## config.mk

```make
export PLATFORM = sky130hd
export DESIGN_NAME = cde_front
export DESIGN_NICKNAME = d
export VERILOG_FILES = /design/src/hw/rtl/cde_pkg.sv /design/src/hw/rtl/cde_front.sv
export SDC_FILE = /design/constraint.sdc
export NUM_CORES = 1
export LEC_CHECK = 0
export BUFFER_PORTS_ARGS = -buffer_cell sky130_fd_sc_hd__clkbuf_2
export CELL_PAD_IN_SITES_DETAIL_PLACEMENT = 1
export CELL_PAD_IN_SITES_GLOBAL_PLACEMENT = 1
export CORE_ASPECT_RATIO = 0.7
export CORE_MARGIN = 8
export CORE_UTILIZATION = 41
export CTS_BUF_LIST = sky130_fd_sc_hd__clkbuf_8
export DETAILED_ROUTE_END_ITERATION = 10
export GPL_TIMING_DRIVEN = 0
export HOLD_SLACK_MARGIN = 0.02
export PLACE_DENSITY = 0.78
export SLEW_MARGIN = 20
export SYNTH_ARGS = -nofsm -noshare
export SYNTH_HDL_FRONTEND = slang
export SYNTH_SLANG_ARGS = --single-unit
```

## constraint.sdc

```tcl
create_clock -name clk -period 5.6 [get_ports clk]
set_input_delay 1.12 -clock clk [delete_from_list [all_inputs] [get_ports clk]]
set_output_delay 1.12 -clock clk [all_outputs]
set_load 0.02 [all_outputs]
```

## src/hw/rtl/cde_pkg.sv

```systemverilog
// Shared types and constants for the capped site/domain event counter.
// Depends on nothing; imported by every module of the block.
package cde_pkg;

	localparam int SITE_SLOTS   = 4;
	localparam int DOMAIN_SLOTS = 16;
	localparam int SITE_W       = 2;
	localparam int DSLOT_W      = 4;
	localparam int ENT_W        = SITE_W + DSLOT_W;
	localparam int ENTRIES      = SITE_SLOTS * DOMAIN_SLOTS;
	localparam int CNT_W        = 32;
	localparam int TOT_W        = 48;
	localparam int CMDQ_DEPTH   = 2;

	localparam logic [1:0] FUNC_ADD   = 2'd0;
	localparam logic [1:0] FUNC_DELTA = 2'd1;
	localparam logic [1:0] FUNC_DRAIN = 2'd2;
	localparam logic [1:0] FUNC_CLEAR = 2'd3;

	localparam logic [2:0] ST_DETECTED   = 3'd0;
	localparam logic [2:0] ST_BLOCKED    = 3'd1;
	localparam logic [2:0] ST_ALLOWED    = 3'd2;
	localparam logic [2:0] ST_RANDOMIZED = 3'd3;

	localparam logic KIND_DELTA = 1'b0;
	localparam logic KIND_ROW   = 1'b1;

	// Classified command: bump is one-hot over detected/blocked/allowed/randomized,
	// all zero for potential or unknown status.
	typedef struct packed {
		logic [1:0]  func;
		logic [31:0] site;
		logic [31:0] key;
		logic [3:0]  bump;
		logic [31:0] day;
	} cmd_t;

	typedef struct packed {
		logic             kind;
		logic [31:0]      day;
		logic [31:0]      site;
		logic [31:0]      domain;
		logic [TOT_W-1:0] det;
		logic [TOT_W-1:0] blk;
		logic [TOT_W-1:0] alw;
		logic [TOT_W-1:0] rnd;
		logic [31:0]      drop;
		logic [31:0]      fold;
		logic             last;
	} res_t;

endpackage

```

## src/hw/rtl/cde_front.sv

```systemverilog
// Front end: accepts input beats, classifies them and queues commands.
// Depends on cde_pkg.
module cde_front (
	input  logic               clk,
	input  logic               arst_n,
	input  logic               push,
	output logic               full,
	input  logic [1:0]         func,
	input  logic [31:0]        site_id,
	input  logic [31:0]        req_hash,
	input  logic [2:0]         status,
	input  logic [31:0]        day,
	output logic               cmd_valid,
	output cde_pkg::cmd_t      cmd,
	input  logic               cmd_take
);
	import cde_pkg::*;

	cmd_t       q_mem [CMDQ_DEPTH];
	logic       wr_ptr_q, rd_ptr_q;
	logic [1:0] cnt_q;
	cmd_t       in_cmd;
	logic       do_push, do_pop;

	always_comb begin
		in_cmd.func = func;
		in_cmd.site = site_id;
		in_cmd.key  = (req_hash == 32'd0) ? 32'd1 : req_hash;
		in_cmd.day  = day;
		in_cmd.bump = 4'd0;
		case (status)
			ST_DETECTED:   in_cmd.bump = 4'b0001;
			ST_BLOCKED:    in_cmd.bump = 4'b0010;
			ST_ALLOWED:    in_cmd.bump = 4'b0100;
			ST_RANDOMIZED: in_cmd.bump = 4'b1000;
			default:       in_cmd.bump = 4'd0;
		endcase
	end

	assign full      = (cnt_q == 2'(CMDQ_DEPTH));
	assign cmd_valid = (cnt_q != 2'd0);
	assign cmd       = q_mem[rd_ptr_q];
	assign do_push   = push && !full;
	assign do_pop    = cmd_take && cmd_valid;

	always_ff @(posedge clk) begin
		if (do_push) begin
			q_mem[wr_ptr_q] <= in_cmd;
		end
	end

	always_ff @(posedge clk or negedge arst_n) begin
		if (!arst_n) begin
			wr_ptr_q <= 1'b0;
			rd_ptr_q <= 1'b0;
			cnt_q    <= 2'd0;
		end else begin
			if (do_push) wr_ptr_q <= !wr_ptr_q;
			if (do_pop)  rd_ptr_q <= !rd_ptr_q;
			cnt_q <= cnt_q + 2'(do_push) - 2'(do_pop);
		end
	end

endmodule

```

## Yosys cells after proc, flatten, opt, wreduce, memory -nomap -nowiden

Memories as Yosys holds them, arrays and structs flattened.
Index checks and enable logic that the tools add are counted.

- Logic and storage cells: 22
- Memory bits (writable): 204
- Register bits after elaboration: 4
- Memories kept: 1

Memory list:

| name | depth | bits a word | read ports | clocked after memory_dff | write ports | RTL line | source |
|---|---|---|---|---|---|---|---|
| q_mem | 2 | 102 | 1 | 0 | 1 | cde_front.sv:19 | `cmd_t q_mem [CMDQ_DEPTH];` |

- Reduce and logical (&&, ||, !) cells: 8
- Equality and inequality tests: 4
- Add/sub/neg operators: 2
- Multiplexer cells: 4

Operators with widths:

| operator | count |
|---|---|
| $logic_not 32->1 | 1 |
| $mux 32 | 1 |
| $pmux 4 s4 | 1 |
| $eq 3x2->1 const B | 2 |
| $eq 3x1->1 const B | 1 |
| $logic_not 1->1 | 3 |
| $logic_not 3->1 | 1 |
| $add 2x1->2 | 1 |
| $eq 2x2->1 const B | 1 |
| $logic_and 1x1->1 | 2 |
| $mux 1 | 2 |
| $reduce_bool 2->1 | 1 |
| $sub 2x1->2 | 1 |

## Longest topological paths before layout

Gate-level depths: netlist of the first run.

- Depth after elaboration: 5
- Depth in mapped cells: 7
- Mapped depth without buffers: 7

## Worst setup path before layout of the first run

No wires, ideal clock.

- Path kind: input port to flip-flop
- Start: in push
- End: mem q_mem[0][0] in the netlist's numbering, enable pin
- Stages on the path: 2
- Setup time: 0.564 ns
- Setup slack: -0.423 ns
- Arrival: 5.459 ns
- Cell sequence: nand2_1 -> nor2_1

- Word-level cells in the longest chain between the ends: 3

Ends and longest elaborated chain:

| element | RTL line | source |
|---|---|---|
| from (decl) | cde_front.sv:6 | `input logic push,` |
| $logic_and 1x1->1 | cde_front.sv:43 | `assign do_push = push && !full;` |
| $mux 1 | cde_front.sv:47 | `if (do_push) begin` |
| $mux 1 (not written as such) | cde_front.sv:48 | `q_mem[wr_ptr_q] <= in_cmd;` |
| to (decl) | cde_front.sv:19 |  |

Every way passes these cells.

==> PnR_summary.wiki, run 1 <==
{| class="wikitable"
! Metric !! Value
|-
| CTS Sinks || around 210
|-
| Hold buffer count at cts || 0
|-
| Clock latency of the later-clocked register in the worst-skew pair || about 490 ps
|-
| Number of hold violations in the final report || 0
|-
| Syn Inst Count || approximately 380
|-
| Routed met3 length || ~1300 um
|-
| Leading cell types by total area after synthesis || sky130_fd_sc_hd__edfxtp_1 79%, sky130_fd_sc_hd__mux2_2 15%, sky130_fd_sc_hd__clkbuf_1 1.5%
|-
| Yosys warning total || 0
|-
| Synthesized cell area || 7790 um2
|-
| H-tree levels || 2
|-
| Number of I/O port buffers || approximately 210
|-
| # setup viols final || 0
|-
| Number of max-cap violations || 0
|-
| Total iterations of the first detailed-routing run || 4
|-
| Number of nets still failing antenna checks after routing || 0
|-
| Final cell utilization of the core || a little over half
|-
| Number of antenna violations at the first check in global routing || 0
|-
| DIE HEIGHT || 131 um
|-
| Starting density of the core || about 42%
|-
| Top cell type's share of synthesized area || 78.6%
|-
| Reg-to-reg setup timing slack || 3580 ps
|-
| Pin count of the biggest net entering global routing || 41
|-
| CTS tree || done
|-
| Share of the cycle needed by the critical path after routing || between 50% and 60%
|-
| Series of cell instances along the critical path || buf_4, buf_6, mux2_2, clkbuf_2
|-
| Number of buffers between clock root and the deepest sink || 3
|-
| Vias per cell || ~4.8
|-
| Final std cells w/o fill || 893
|-
| CP max stage cell || sky130_fd_sc_hd__dfrtp_1
|-
| GPL Wtd Cong || ~0.77
|-
| Slew at the pin closest to its max-slew limit || 645 ps
|-
| Register bit total from synthesis || roughly 210
|-
| Half-perimeter wire length of the detailed placement result || ~13,000 um
|-
| Overall via count from detail_route || 4,285
|-
| Critical path endpoint category || output pin
|-
| Count of buffers added by post-CTS timing repair for setup || 0
|-
| Arrival time at the worst endpoint || about 1900 ps
|-
| Setup tns final || 0 ps
|-
| Mean routed wirelength per cell || between 20 and 25 um
|-
| Ratio of cells with drive above 1 in the final layout || a little under three fifths
|-
| Total of cells resized after clock tree synthesis || 0
|-
| Net total in the final layout || between 700 and 800
|-
| Register clock-pin slew on the reported worst setup and hold paths || roughly 60 ps
|-
| Worst min path class || primary input to async pin
|-
| Routed length on met1 || about 7700 um
|-
| Most common cell after layout, fill and taps aside || sky130_fd_sc_hd__clkbuf_2
|-
| Run status || finished, final reports clean
|-
| Synthesized area per cell || 20.4 um2
|-
| Required time of the critical path || about 4500 ps
|-
| Final WL || roughly 18,000 um
|-
| Element type at the critical path start || flop
|-
| Highest routed metal layer || met4
|-
| Number of ports placed on the die boundary || 209
|-
| Inserted Clock Buffers || 34
|-
| Sum of met2 wire segment lengths after detailed routing || slightly below 9000 um
|-
| Die width || between 150 and 200 um
|-
| Start-to-end type of the worst setup path || flop to output pin
|-
| Number of standard-cell rows in the floorplan || 42
|-
| Number of global-route vias before repair || between 4,000 and 5,000
|-
| Count of pins over their slew limit || 0
|-
| Synth unique cells || 23
|-
| Syn nets || 488
|-
| Highest net fanout along the worst path || 10
|-
| Number of placed instances, taps included || around 840
|-
| Clk Tree Root Cell || sky130_fd_sc_hd__clkbuf_8
|-
| Min Tclk post-route || between 3000 and 4000 ps
|-
| Relative slew margins || 56.9%
|-
| Proportion of synthesized chip area in sequential cells || between 70% and 80%
|-
| Number of fill cells in the layout || around 1,800
|-
| Ant. Diodes || 0
|-
| Slowest cell delay on critical path || a little under 400 ps
|-
| Synth-to-layout area growth || 26.6%
|-
| RSZ-0062 raised after global routing || false
|-
| Grt total ovfl || 0
|-
| Maximum clock frequency || approximately 330 MHz
|-
| Floorplan core area || 18,800 um2
|-
| Wire length of the first global-routing pass || between 20,000 and 30,000 um
|-
| Maximum ir drop on the vdd rail || around 250 uV
|-
| PwrDens || 533 nW/um2
|-
| Overall track demand over capacity in global routing || 14.8%
|-
| Most frequent cells in the layout || 208 x sky130_fd_sc_hd__clkbuf_2, 204 x sky130_fd_sc_hd__edfxtp_1, 102 x sky130_fd_sc_hd__mux2_2
|-
| Setup Skew || roughly 16 ps
|-
| Yosys top cell by area || sky130_fd_sc_hd__edfxtp_1
|-
| Die outline area || roughly 24,000 um2
|-
| Violation count after the first detailed-route iteration || approximately 170
|-
| Leakage || 3.77 nW
|-
| Residual DRC count || 0
|}
[where the power goes]
part / internal (mW) / leakage, nW / switching (mW)
Clock: 0.602 / 0.340 / 0.558
Combinational: 0.746 / 1.49 / 1.15
Sequential: 2.13 / 1.94 / 0.0839
Total: 3.47 / 3.77 / 1.79
[worst max-delay path: cells and delay by family, from the launching register on]
kind,cells,cell delay [ps]
buf+inv,3,610
flops,1,390
mux,1,370
[per-stage QoR]
stage	instance area, um2	hold WS [ps]	setup slack [ps]	power [mW]
floorplan	7790	460	1290	3.48
global placement	9140	483	-185	4.08
detailed placement	9280	513	2900	4.18
CTS	9870	381	2520	5.36
global route	9870	388	2480	5.53
finish	9870	423	2600	5.26
[cell usage after synthesis (all sizes together)]
cell	n
and2	1
and3	1
and3b	1
buf	11
clkbuf	31
dfrtp	4
edfxtp	204
ha	2
inv	2
mux2	102
nand2	1
nand2b	1
nand4	2
nor2	1
nor3	1
nor3b	2
nor4	8
o21bai	1
or2	1
xnor2	3
xor2	1
[per-layer routing]
| layer | track usage [%] | vias up |
|---|---|---|
| li1 | - | 1973 |
| met1 | 18.1 | 2133 |
| met2 | 24.7 | 154 |
| met3 | 4.68 | 25 |
| met4 | 4.67 | 0 |
| met5 | 0 | - |
[area by class of cell]
cell class | count | area, um2 | share of cell area [%]
Tap cell | 242 | 303 | 3.07
Multi-Input combinational cell | 129 | 1350 | 13.7
Sequential cell | 208 | 6230 | 63.1
Timing Repair Buffer | 214 | 1180 | 11.9
Clock buffer | 37 | 509 | 5.16
Clock inverter | 19 | 75.1 | 0.761
Inverter | 2 | 7.51 | 0.0761
Buffer | 42 | 218 | 2.21
[cell families (layout without fill, tap and decap cells)]
family	Yosys count	count (layout)	share of synthesized area, %
buf+inv	44	314	2.89
xor+xnor	4	4	0.450
simple gates	20	20	1.59
fa+ha+maj	2	2	0.321
mux	102	102	14.7
flops	208	208	79.9
compound gates	1	1	0.0964
[path summary, 6_finish.rpt]
| kind | startpoint | to | depth (start not counted) |
|---|---|---|---|
| max in group asynchronous | arst_n | wr_ptr_q$_DFFE_PN0P_ | 1 |
| worst max register to register | cnt_q[1]$_DFF_PN0_ | q_mem[0][54]$_DFFE_PP_ | 5 |
| worst min-delay path | arst_n | cnt_q[1]$_DFF_PN0_ | 1 |
| min in group clk | cnt_q[0]$_DFF_PN0_ | cnt_q[0]$_DFF_PN0_ | 1 |
| worst min register to register | cnt_q[0]$_DFF_PN0_ | cnt_q[0]$_DFF_PN0_ | 1 |
| worst max-delay path | rd_ptr_q$_DFFE_PN0P_ | cmd[32] | 4 |
[state kept, by name (all words and copies together), names as in the netlist]
signal and cells:
rd_ptr_q 1, cnt_q 2, wr_ptr_q 1, q_mem 204
Note: power is estimated with default switching activity, not from simulation.
==> run 2, diff against run 1 <==
Settings changed: CORE_UTILIZATION 41 to 46, PLACE_DENSITY 0.78 to 0.83.
Clock period 5.6 ns to 2.8 ns, I/O delays scaled along.
==> PnR_summary.wiki, run 2 (synthesis gave the netlist of run 1 again) <==
{| class="wikitable"
! Metric !! Value
|-
| Post-layout worst setup margin || 323 ps (-2280 ps)
|-
| Start-to-end type of the worst setup path || flop to output pin
|-
| Worst hold-check slack || 198 ps (-225 ps)
|-
| Final WL || 18,300 um (+2.2%)
|-
| Number of antenna violations at the first check in global routing || 1 (+1)
|-
| Setup Skew || 16.9 ps (+0.906 ps)
|-
| Slew at the pin closest to its max-slew limit || 695 ps (+50.1 ps)
|-
| Min Tclk post-route || ~2500 ps
|-
| Most common cell after layout, fill and taps aside || sky130_fd_sc_hd__clkbuf_2
|-
| Critical path endpoint category || output pin
|-
| Total iterations of the first detailed-routing run || 4 (unchanged)
|-
| Final cell utilization of the core || 59.7% (+7.1 points)
|-
| Residual DRC count || 0 (unchanged)
|-
| Routed met3 length || 1640 um (+28%)
|-
| Required time of the critical path || 2240 ps (-2240 ps)
|-
| Total of cells resized after clock tree synthesis || 0 (unchanged)
|-
| Mean routed wirelength per cell || 20.9 um (+4.0%)
|-
| Reg-to-reg setup timing slack || 740 ps (-2840 ps)
|-
| Sum of met2 wire segment lengths after detailed routing || 8780 um (+0.66%)
|-
| Post-route cell area || 9810 um2 (-0.55%)
|-
| Max FFs per register || 204 (unchanged)
|-
| Setup tns final || 0 ps (unchanged)
|-
| Register clock-pin slew on the reported worst setup and hold paths || 70 ps (about the same)
|-
| Highest net fanout along the worst path || 10 (unchanged)
|-
| Vias per cell || 4.86 (+1.3%)
|-
| Number of standard-cell rows in the floorplan || 39 (-7.1%)
|-
| Startpoint of the most critical hold path || site_id[25]
|-
| Largest registers in the final layout || q_mem (204), cnt_q (2)
|-
| # setup viols final || 0 (unchanged)
|-
| Wire length of the first global-routing pass || 27,700 um (-0.22%)
|-
| Run status || finished, final reports clean
|-
| Endpoint with the worst hold slack || q_mem[0][93]$_DFFE_PP_
|-
| Ant. Diodes || 0 (unchanged)
|-
| CTS tree || done
|-
| CTS Sinks || 208 (unchanged)
|-
| Number of buffers between clock root and the deepest sink || 3 (unchanged)
|-
| Routed length on met1 || 7610 um (-0.54%)
|-
| Violation count after the first detailed-route iteration || 198 (+20%)
|-
| Relative slew margins || 53.6% (-3.3 points)
|-
| H-tree levels || 1 (-1)
|-
| Hold path cells || 1
|-
| Floorplan core area || 16,400 um2 (-12%)
|-
| Number of global-route vias before repair || 4,875 (-1.8%)
|-
| Arrival time at the worst endpoint || 1920 ps (+40 ps)
|-
| Number of placed instances, taps included || 820 (-2.0%)
|-
| Worst min path class || primary input to flop
|-
| Most frequent cells in the layout || 208 x sky130_fd_sc_hd__clkbuf_2, 204 x sky130_fd_sc_hd__edfxtp_1, 102 x sky130_fd_sc_hd__mux2_2
|-
| Number of nets still failing antenna checks after routing || 0 (unchanged)
|-
| Overall via count from detail_route || 4,262 (-0.54%)
|-
| Pre-CTS setup slack || 628 ps (-2270 ps)
|-
| Clk Tree Root Cell || sky130_fd_sc_hd__clkbuf_8
|-
| Number of I/O port buffers || 208 (unchanged)
|-
| PwrDens || 1060 nW/um2 (+98%)
|-
| Most flops, register || q_mem
|-
| Share of the cycle needed by the critical path after routing || between 80% and 90%
|-
| Number of max-cap violations || 0 (unchanged)
|-
| Number of hold violations in the final report || 0 (unchanged)
|-
| Maximum ir drop on the vdd rail || 605 uV (+140%)
|-
| GPL Wtd Cong || 0.757 (-1.5%)
|-
| Inserted Clock Buffers || 31 (-8.8%)
|-
| Startpoint of the worst register-to-register path || cnt_q[1]$_DFF_PN0_
|-
| Count of pins over their slew limit || 0 (unchanged)
|-
| Starting density of the core || 47.4% (+5.8 points)
|-
| Synth-to-layout area growth || 26.0%
|-
| Grt total ovfl || 0 (unchanged)
|-
| FF-to-FF End || q_mem[0][22]$_DFFE_PP_
|-
| Leakage || 3.73 nW (-1.1%)
|-
| Worst reg-to-reg path cell count || 5 (unchanged)
|-
| Half-perimeter wire length of the detailed placement result || 13,400 um (+2.9%)
|-
| Cell area reported after detailed placement || 9280 um2 (about the same)
|-
| RSZ-0062 raised after global routing || false
|-
| DIE HEIGHT || 125 um (-4.9%)
|-
| Clock latency of the later-clocked register in the worst-skew pair || 550 ps (+60 ps)
|-
| Final std cells w/o fill || 877 (-1.8%)
|-
| Element type at the critical path start || flop
|-
| Ratio of cells with drive above 1 in the final layout || 55.8% (-1.0 points)
|-
| Die outline area || 21,400 um2 (-9.8%)
|-
| Number of ports placed on the die boundary || 209 (unchanged)
|-
| Pin count of the biggest net entering global routing || 46 (+12%)
|-
| Die width || 172 um (-5.1%)
|-
| Net total in the final layout || 736 (-0.27%)
|-
| Overall track demand over capacity in global routing || 16.6% (+1.7 points)
|-
| Maximum clock frequency || roughly 400 MHz
|-
| Power after layout || 10.4 mW (+97%)
|-
| Highest routed metal layer || met5
|}
-- run 2: layout make-up --
class / count / area (um2)
Multi-Input combinational cell: 129 / 1350
Timing Repair Buffer: 215 / 1200
Inverter: 2 / 7.51
Sequential cell: 208 / 6230
Fill cell: 1574 / 6630
Buffer: 42 / 218
Tap cell: 225 / 282
Clock buffer: 31 / 427
Clock inverter: 25 / 100
-- run 2: worst max path at each step --
stage                        endpoint                 start  cells after the start  slack [ps]
2_1_floorplan   q_mem[0][0]$_DFFE_PP_                  push                      2         190
3_3_place_gp   q_mem[0][29]$_DFFE_PP_                  push                      3        -660
3_5_place_dp   q_mem[0][22]$_DFFE_PP_                  push                      5         630
4_1_cts                       cmd[35]  rd_ptr_q$_DFFE_PN0P_                      4         230
5_1_grt                       cmd[35]  rd_ptr_q$_DFFE_PN0P_                      4         190
6_report                      cmd[35]  rd_ptr_q$_DFFE_PN0P_                      4         320
-- run 2: critical path, stage by stage, from the launching register on --
cell and delay [ps]:
sky130_fd_sc_hd__dfrtp_1 370, sky130_fd_sc_hd__buf_4 270, sky130_fd_sc_hd__buf_6 190, sky130_fd_sc_hd__mux2_2 370, sky130_fd_sc_hd__clkbuf_2 170
-- run 2: report_power, final --
part           switching (mW)  internal (mW)
Clock                    1.10           1.02
Combinational            2.31           1.51
Sequential              0.176           4.25
Total                    3.59           6.79
-- run 2: layer usage --
metal | vias up | global-route usage, %
li1 | 1958 | -
met2 | 161 | 27.9
met4 | 2 | 3.31
met3 | 25 | 5.98
met1 | 2116 | 20.2
met5 | - | 0
-- run 2: timing repair --
action	CTS	global route
buffers inserted	0	0
hold buffers	1	0
hold endpoints to repair	4	0
==> run 3, diff against run 2 <==
Settings changed: CORE_UTILIZATION 46 to 49, PLACE_DENSITY 0.83 to 0.87.
Clock period 2.8 ns to 3.02 ns, I/O delays scaled along.
==> PnR_summary.wiki, run 3 (synthesis gave the netlist of run 1 again) <==
{| class="wikitable"
! Metric !! Value
|-
| Leakage || 3.80 nW (+1.7%)
|-
| Residual DRC count || 0 (unchanged)
|-
| Final WL || 18,800 um (+2.7%)
|-
| Die width || 167 um (-2.8%)
|-
| Number of max-cap violations || 0 (unchanged)
|-
| Number of ports placed on the die boundary || 209 (unchanged)
|-
| Vias per cell || 5.06 (+4.2%)
|-
| Grt total ovfl || 0 (unchanged)
|-
| DIE HEIGHT || 122 um (-2.7%)
|-
| Worst reg-to-reg path cell count || 4 (-1)
|-
| Hold path cells || 1 (unchanged)
|-
| Startpoint of the worst register-to-register path || cnt_q[0]$_DFF_PN0_
|-
| RSZ-0062 raised after global routing || false
|-
| Arrival time at the worst endpoint || 1910 ps (about the same)
|-
| Element type at the critical path start || flop
|-
| FF-to-FF End || q_mem[1][27]$_DFFE_PP_
|-
| Setup tns final || 0 ps (unchanged)
|-
| Ratio of cells with drive above 1 in the final layout || 56.6% (+0.79 points)
|-
| Fraction of power consumed by the clock network || 22.1% (+1.6 points)
|-
| GPL Wtd Cong || 0.767 (+1.3%)
|-
| Ant. Diodes || 0 (unchanged)
|-
| Wire length of the first global-routing pass || 28,000 um (+1.1%)
|-
| Min Tclk post-route || between 2000 and 3000 ps
|-
| Maximum clock frequency || 397 MHz
|-
| Most common cell after layout, fill and taps aside || sky130_fd_sc_hd__clkbuf_2
|-
| Share of the cycle needed by the critical path after routing || 83.4%
|-
| Largest registers in the final layout || q_mem (204), cnt_q (2)
|-
| Sum of met2 wire segment lengths after detailed routing || 9540 um (+8.6%)
|-
| Most frequent cells in the layout || 208 x sky130_fd_sc_hd__clkbuf_2, 204 x sky130_fd_sc_hd__edfxtp_1, 102 x sky130_fd_sc_hd__mux2_2
|-
| Slew at the pin closest to its max-slew limit || 440 ps (-255 ps)
|-
| Register clock-pin slew on the reported worst setup and hold paths || 60 ps (about the same)
|-
| Count of buffers added by post-CTS timing repair for setup || 0 (unchanged)
|-
| Inserted Clock Buffers || 34 (+9.7%)
|-
| Net total in the final layout || 739 (+0.41%)
|-
| CTS tree || done
|-
| Routed met3 length || 1530 um (-7.0%)
|-
| Half-perimeter wire length of the detailed placement result || 13,800 um (+2.7%)
|-
| H-tree levels || 2 (+1)
|-
| Number of global-route vias before repair || 4,946 (+1.5%)
|-
| Startpoint of the most critical hold path || site_id[26]
|-
| Number of nets still failing antenna checks after routing || 0 (unchanged)
|-
| Required time of the critical path || 2420 ps (+180 ps)
|-
| Most flops, register || q_mem
|-
| Part of the power in combinational logic || 36.0% (-0.8 points)
|-
| Reg-to-reg setup timing slack || 1110 ps (+370 ps)
|-
| Die outline area || 20,300 um2 (-5.5%)
|-
| Clk Tree Root Cell || sky130_fd_sc_hd__clkbuf_8
|-
| Violation count after the first detailed-route iteration || 215 (+8.6%)
|-
| Number of hold violations in the final report || 0 (unchanged)
|-
| Relative slew margins || 70.4% (+17 points)
|-
| Max FFs per register || 204 (unchanged)
|-
| Pre-CTS setup slack || 919 ps (+290 ps)
|-
| Worst min path class || primary input to flop
|-
| Count of pins over their slew limit || 0 (unchanged)
|-
| Run status || finished, final reports clean
|-
| Fraction of power spent switching nets || 34.3% (-0.26 points)
|-
| Number of fill cells in the layout || 1,457 (-7.4%)
|-
| Number of placed instances, taps included || 795 (-3.0%)
|-
| Number of buffers between clock root and the deepest sink || 3 (unchanged)
|-
| Maximum ir drop on the vdd rail || 531 uV (-12%)
|-
| Highest routed metal layer || met5
|-
| PwrDens || 999 nW/um2 (-5.5%)
|-
| Mean routed wirelength per cell || 22.0 um (+5.1%)
|-
| Final std cells w/o fill || 857 (-2.3%)
|-
| Overall track demand over capacity in global routing || 18.1% (+1.5 points)
|-
| Highest net fanout along the worst path || 10 (unchanged)
|-
| Total iterations of the first detailed-routing run || 4 (unchanged)
|-
| Pin count of the biggest net entering global routing || 49 (+6.5%)
|-
| Routed length on met1 || 7430 um (-2.3%)
|-
| Starting density of the core || 50.1% (+2.7 points)
|-
| Number of I/O port buffers || 208 (unchanged)
|-
| Proportion of power drawn by flip-flops and latches || 41.9% (-0.8 points)
|-
| Start-to-end type of the worst setup path || flop to output pin
|-
| CTS Sinks || 208 (unchanged)
|-
| P_int || 6.45 mW (-4.9%)
|-
| Power dissipated by switching net loads || 3.37 mW (-6.0%)
|-
| Number of antenna violations at the first check in global routing || 2 (+1)
|-
| Endpoint with the worst hold slack || q_mem[1][94]$_DFFE_PP_
|-
| # setup viols final || 0 (unchanged)
|-
| Floorplan core area || 15,500 um2 (-5.5%)
|-
| Synth-to-layout area growth || 26.3%
|-
| Number of standard-cell rows in the floorplan || 38 (-2.6%)
|-
| Critical path endpoint category || output pin
|-
| Setup Skew || 14.4 ps (-2.53 ps)
|-
| Clock latency of the later-clocked register in the worst-skew pair || 490 ps (-60 ps)
|-
| Post-layout worst setup margin || 502 ps (+179 ps)
|-
| Overall via count from detail_route || 4,339 (+1.8%)
|}
-- run 3: cell types whose count changed in the layout (fill, tap and decap cells not counted) --
cell	delta
sky130_fd_sc_hd__buf_12	+3
sky130_fd_sc_hd__clkbuf_8	+6
sky130_fd_sc_hd__clkinv_1	-9
sky130_fd_sc_hd__clkinv_2	+3
sky130_fd_sc_hd__buf_16	-3
sky130_fd_sc_hd__inv_1	+6
sky130_fd_sc_hd__clkinvlp_4	-1
-- run 3: stage by stage --
| stage | util (%) | power, mW | hold slack, ps | instance area, um2 |
|---|---|---|---|---|
| global route | 63.3 | 10.3 | 276 | 9840 |
| detailed placement | 59.3 | 7.76 | 422 | 9220 |
| floorplan | - | 6.42 | 308 | 7800 |
| global placement | 58.5 | 7.50 | 412 | 9090 |
| CTS | 63.3 | 9.98 | 270 | 9840 |
| finish | 63.3 | 9.83 | 306 | 9840 |
-- run 3: area by class of cell --
type,count,area (um2),share of cell area (%)
sequential,208,6230,63.3
multi-input combinational,129,1350,13.7
timing repair buffer,215,1180,12.0
clock buffer,37,509,5.18
tap,200,250,2.54
buffer,42,218,2.21
clock inverter,24,96.3,0.979
inverter,2,7.51,0.0763
-- run 3: critical path: stages, from the launching register on --
cell	delay (ps)
sky130_fd_sc_hd__dfrtp_1	420
sky130_fd_sc_hd__buf_4	260
sky130_fd_sc_hd__buf_6	190
sky130_fd_sc_hd__mux2_2	370
sky130_fd_sc_hd__clkbuf_2	170
-- run 3: power groups by stage --
stage / registers, mW / logic, mW / clock network, mW
after detailed placement: 4.18 / 3.58 / 0
after global placement: 4.17 / 3.33 / 0
after global routing: 4.16 / 3.75 / 2.35
after floorplan: 4.13 / 2.30 / 0
after CTS: 4.12 / 3.61 / 2.25
final: 4.11 / 3.54 / 2.17
-- run 3: what timing repair did --
item,in CTS,in global routing
resized for setup,0,0
hold buffers,1,0
hold endpoints to repair,4,0
-- run 3: layer usage --
layer  GRT usage [%]  vias to the layer above
li1                -                     1974
met1            20.8                     2160
met2            31.4                      167
met3            6.73                       34
met4            5.61                        4
met5               0                        -
-- run 3: how the worst max path moves through the flow --
stage | from | endpoint | slack, ps | depth (start not counted)
finish | rd_ptr_q$_DFFE_PN0P_ | cmd[40] | 500 | 4
floorplan | push | q_mem[0][0]$_DFFE_PP_ | 360 | 2
global route | rd_ptr_q$_DFFE_PN0P_ | cmd[82] | 410 | 4
global placement | push | q_mem[0][29]$_DFFE_PP_ | -520 | 3
detailed placement | push | q_mem[1][23]$_DFFE_PP_ | 920 | 4
CTS | rd_ptr_q$_DFFE_PN0P_ | cmd[82] | 460 | 4
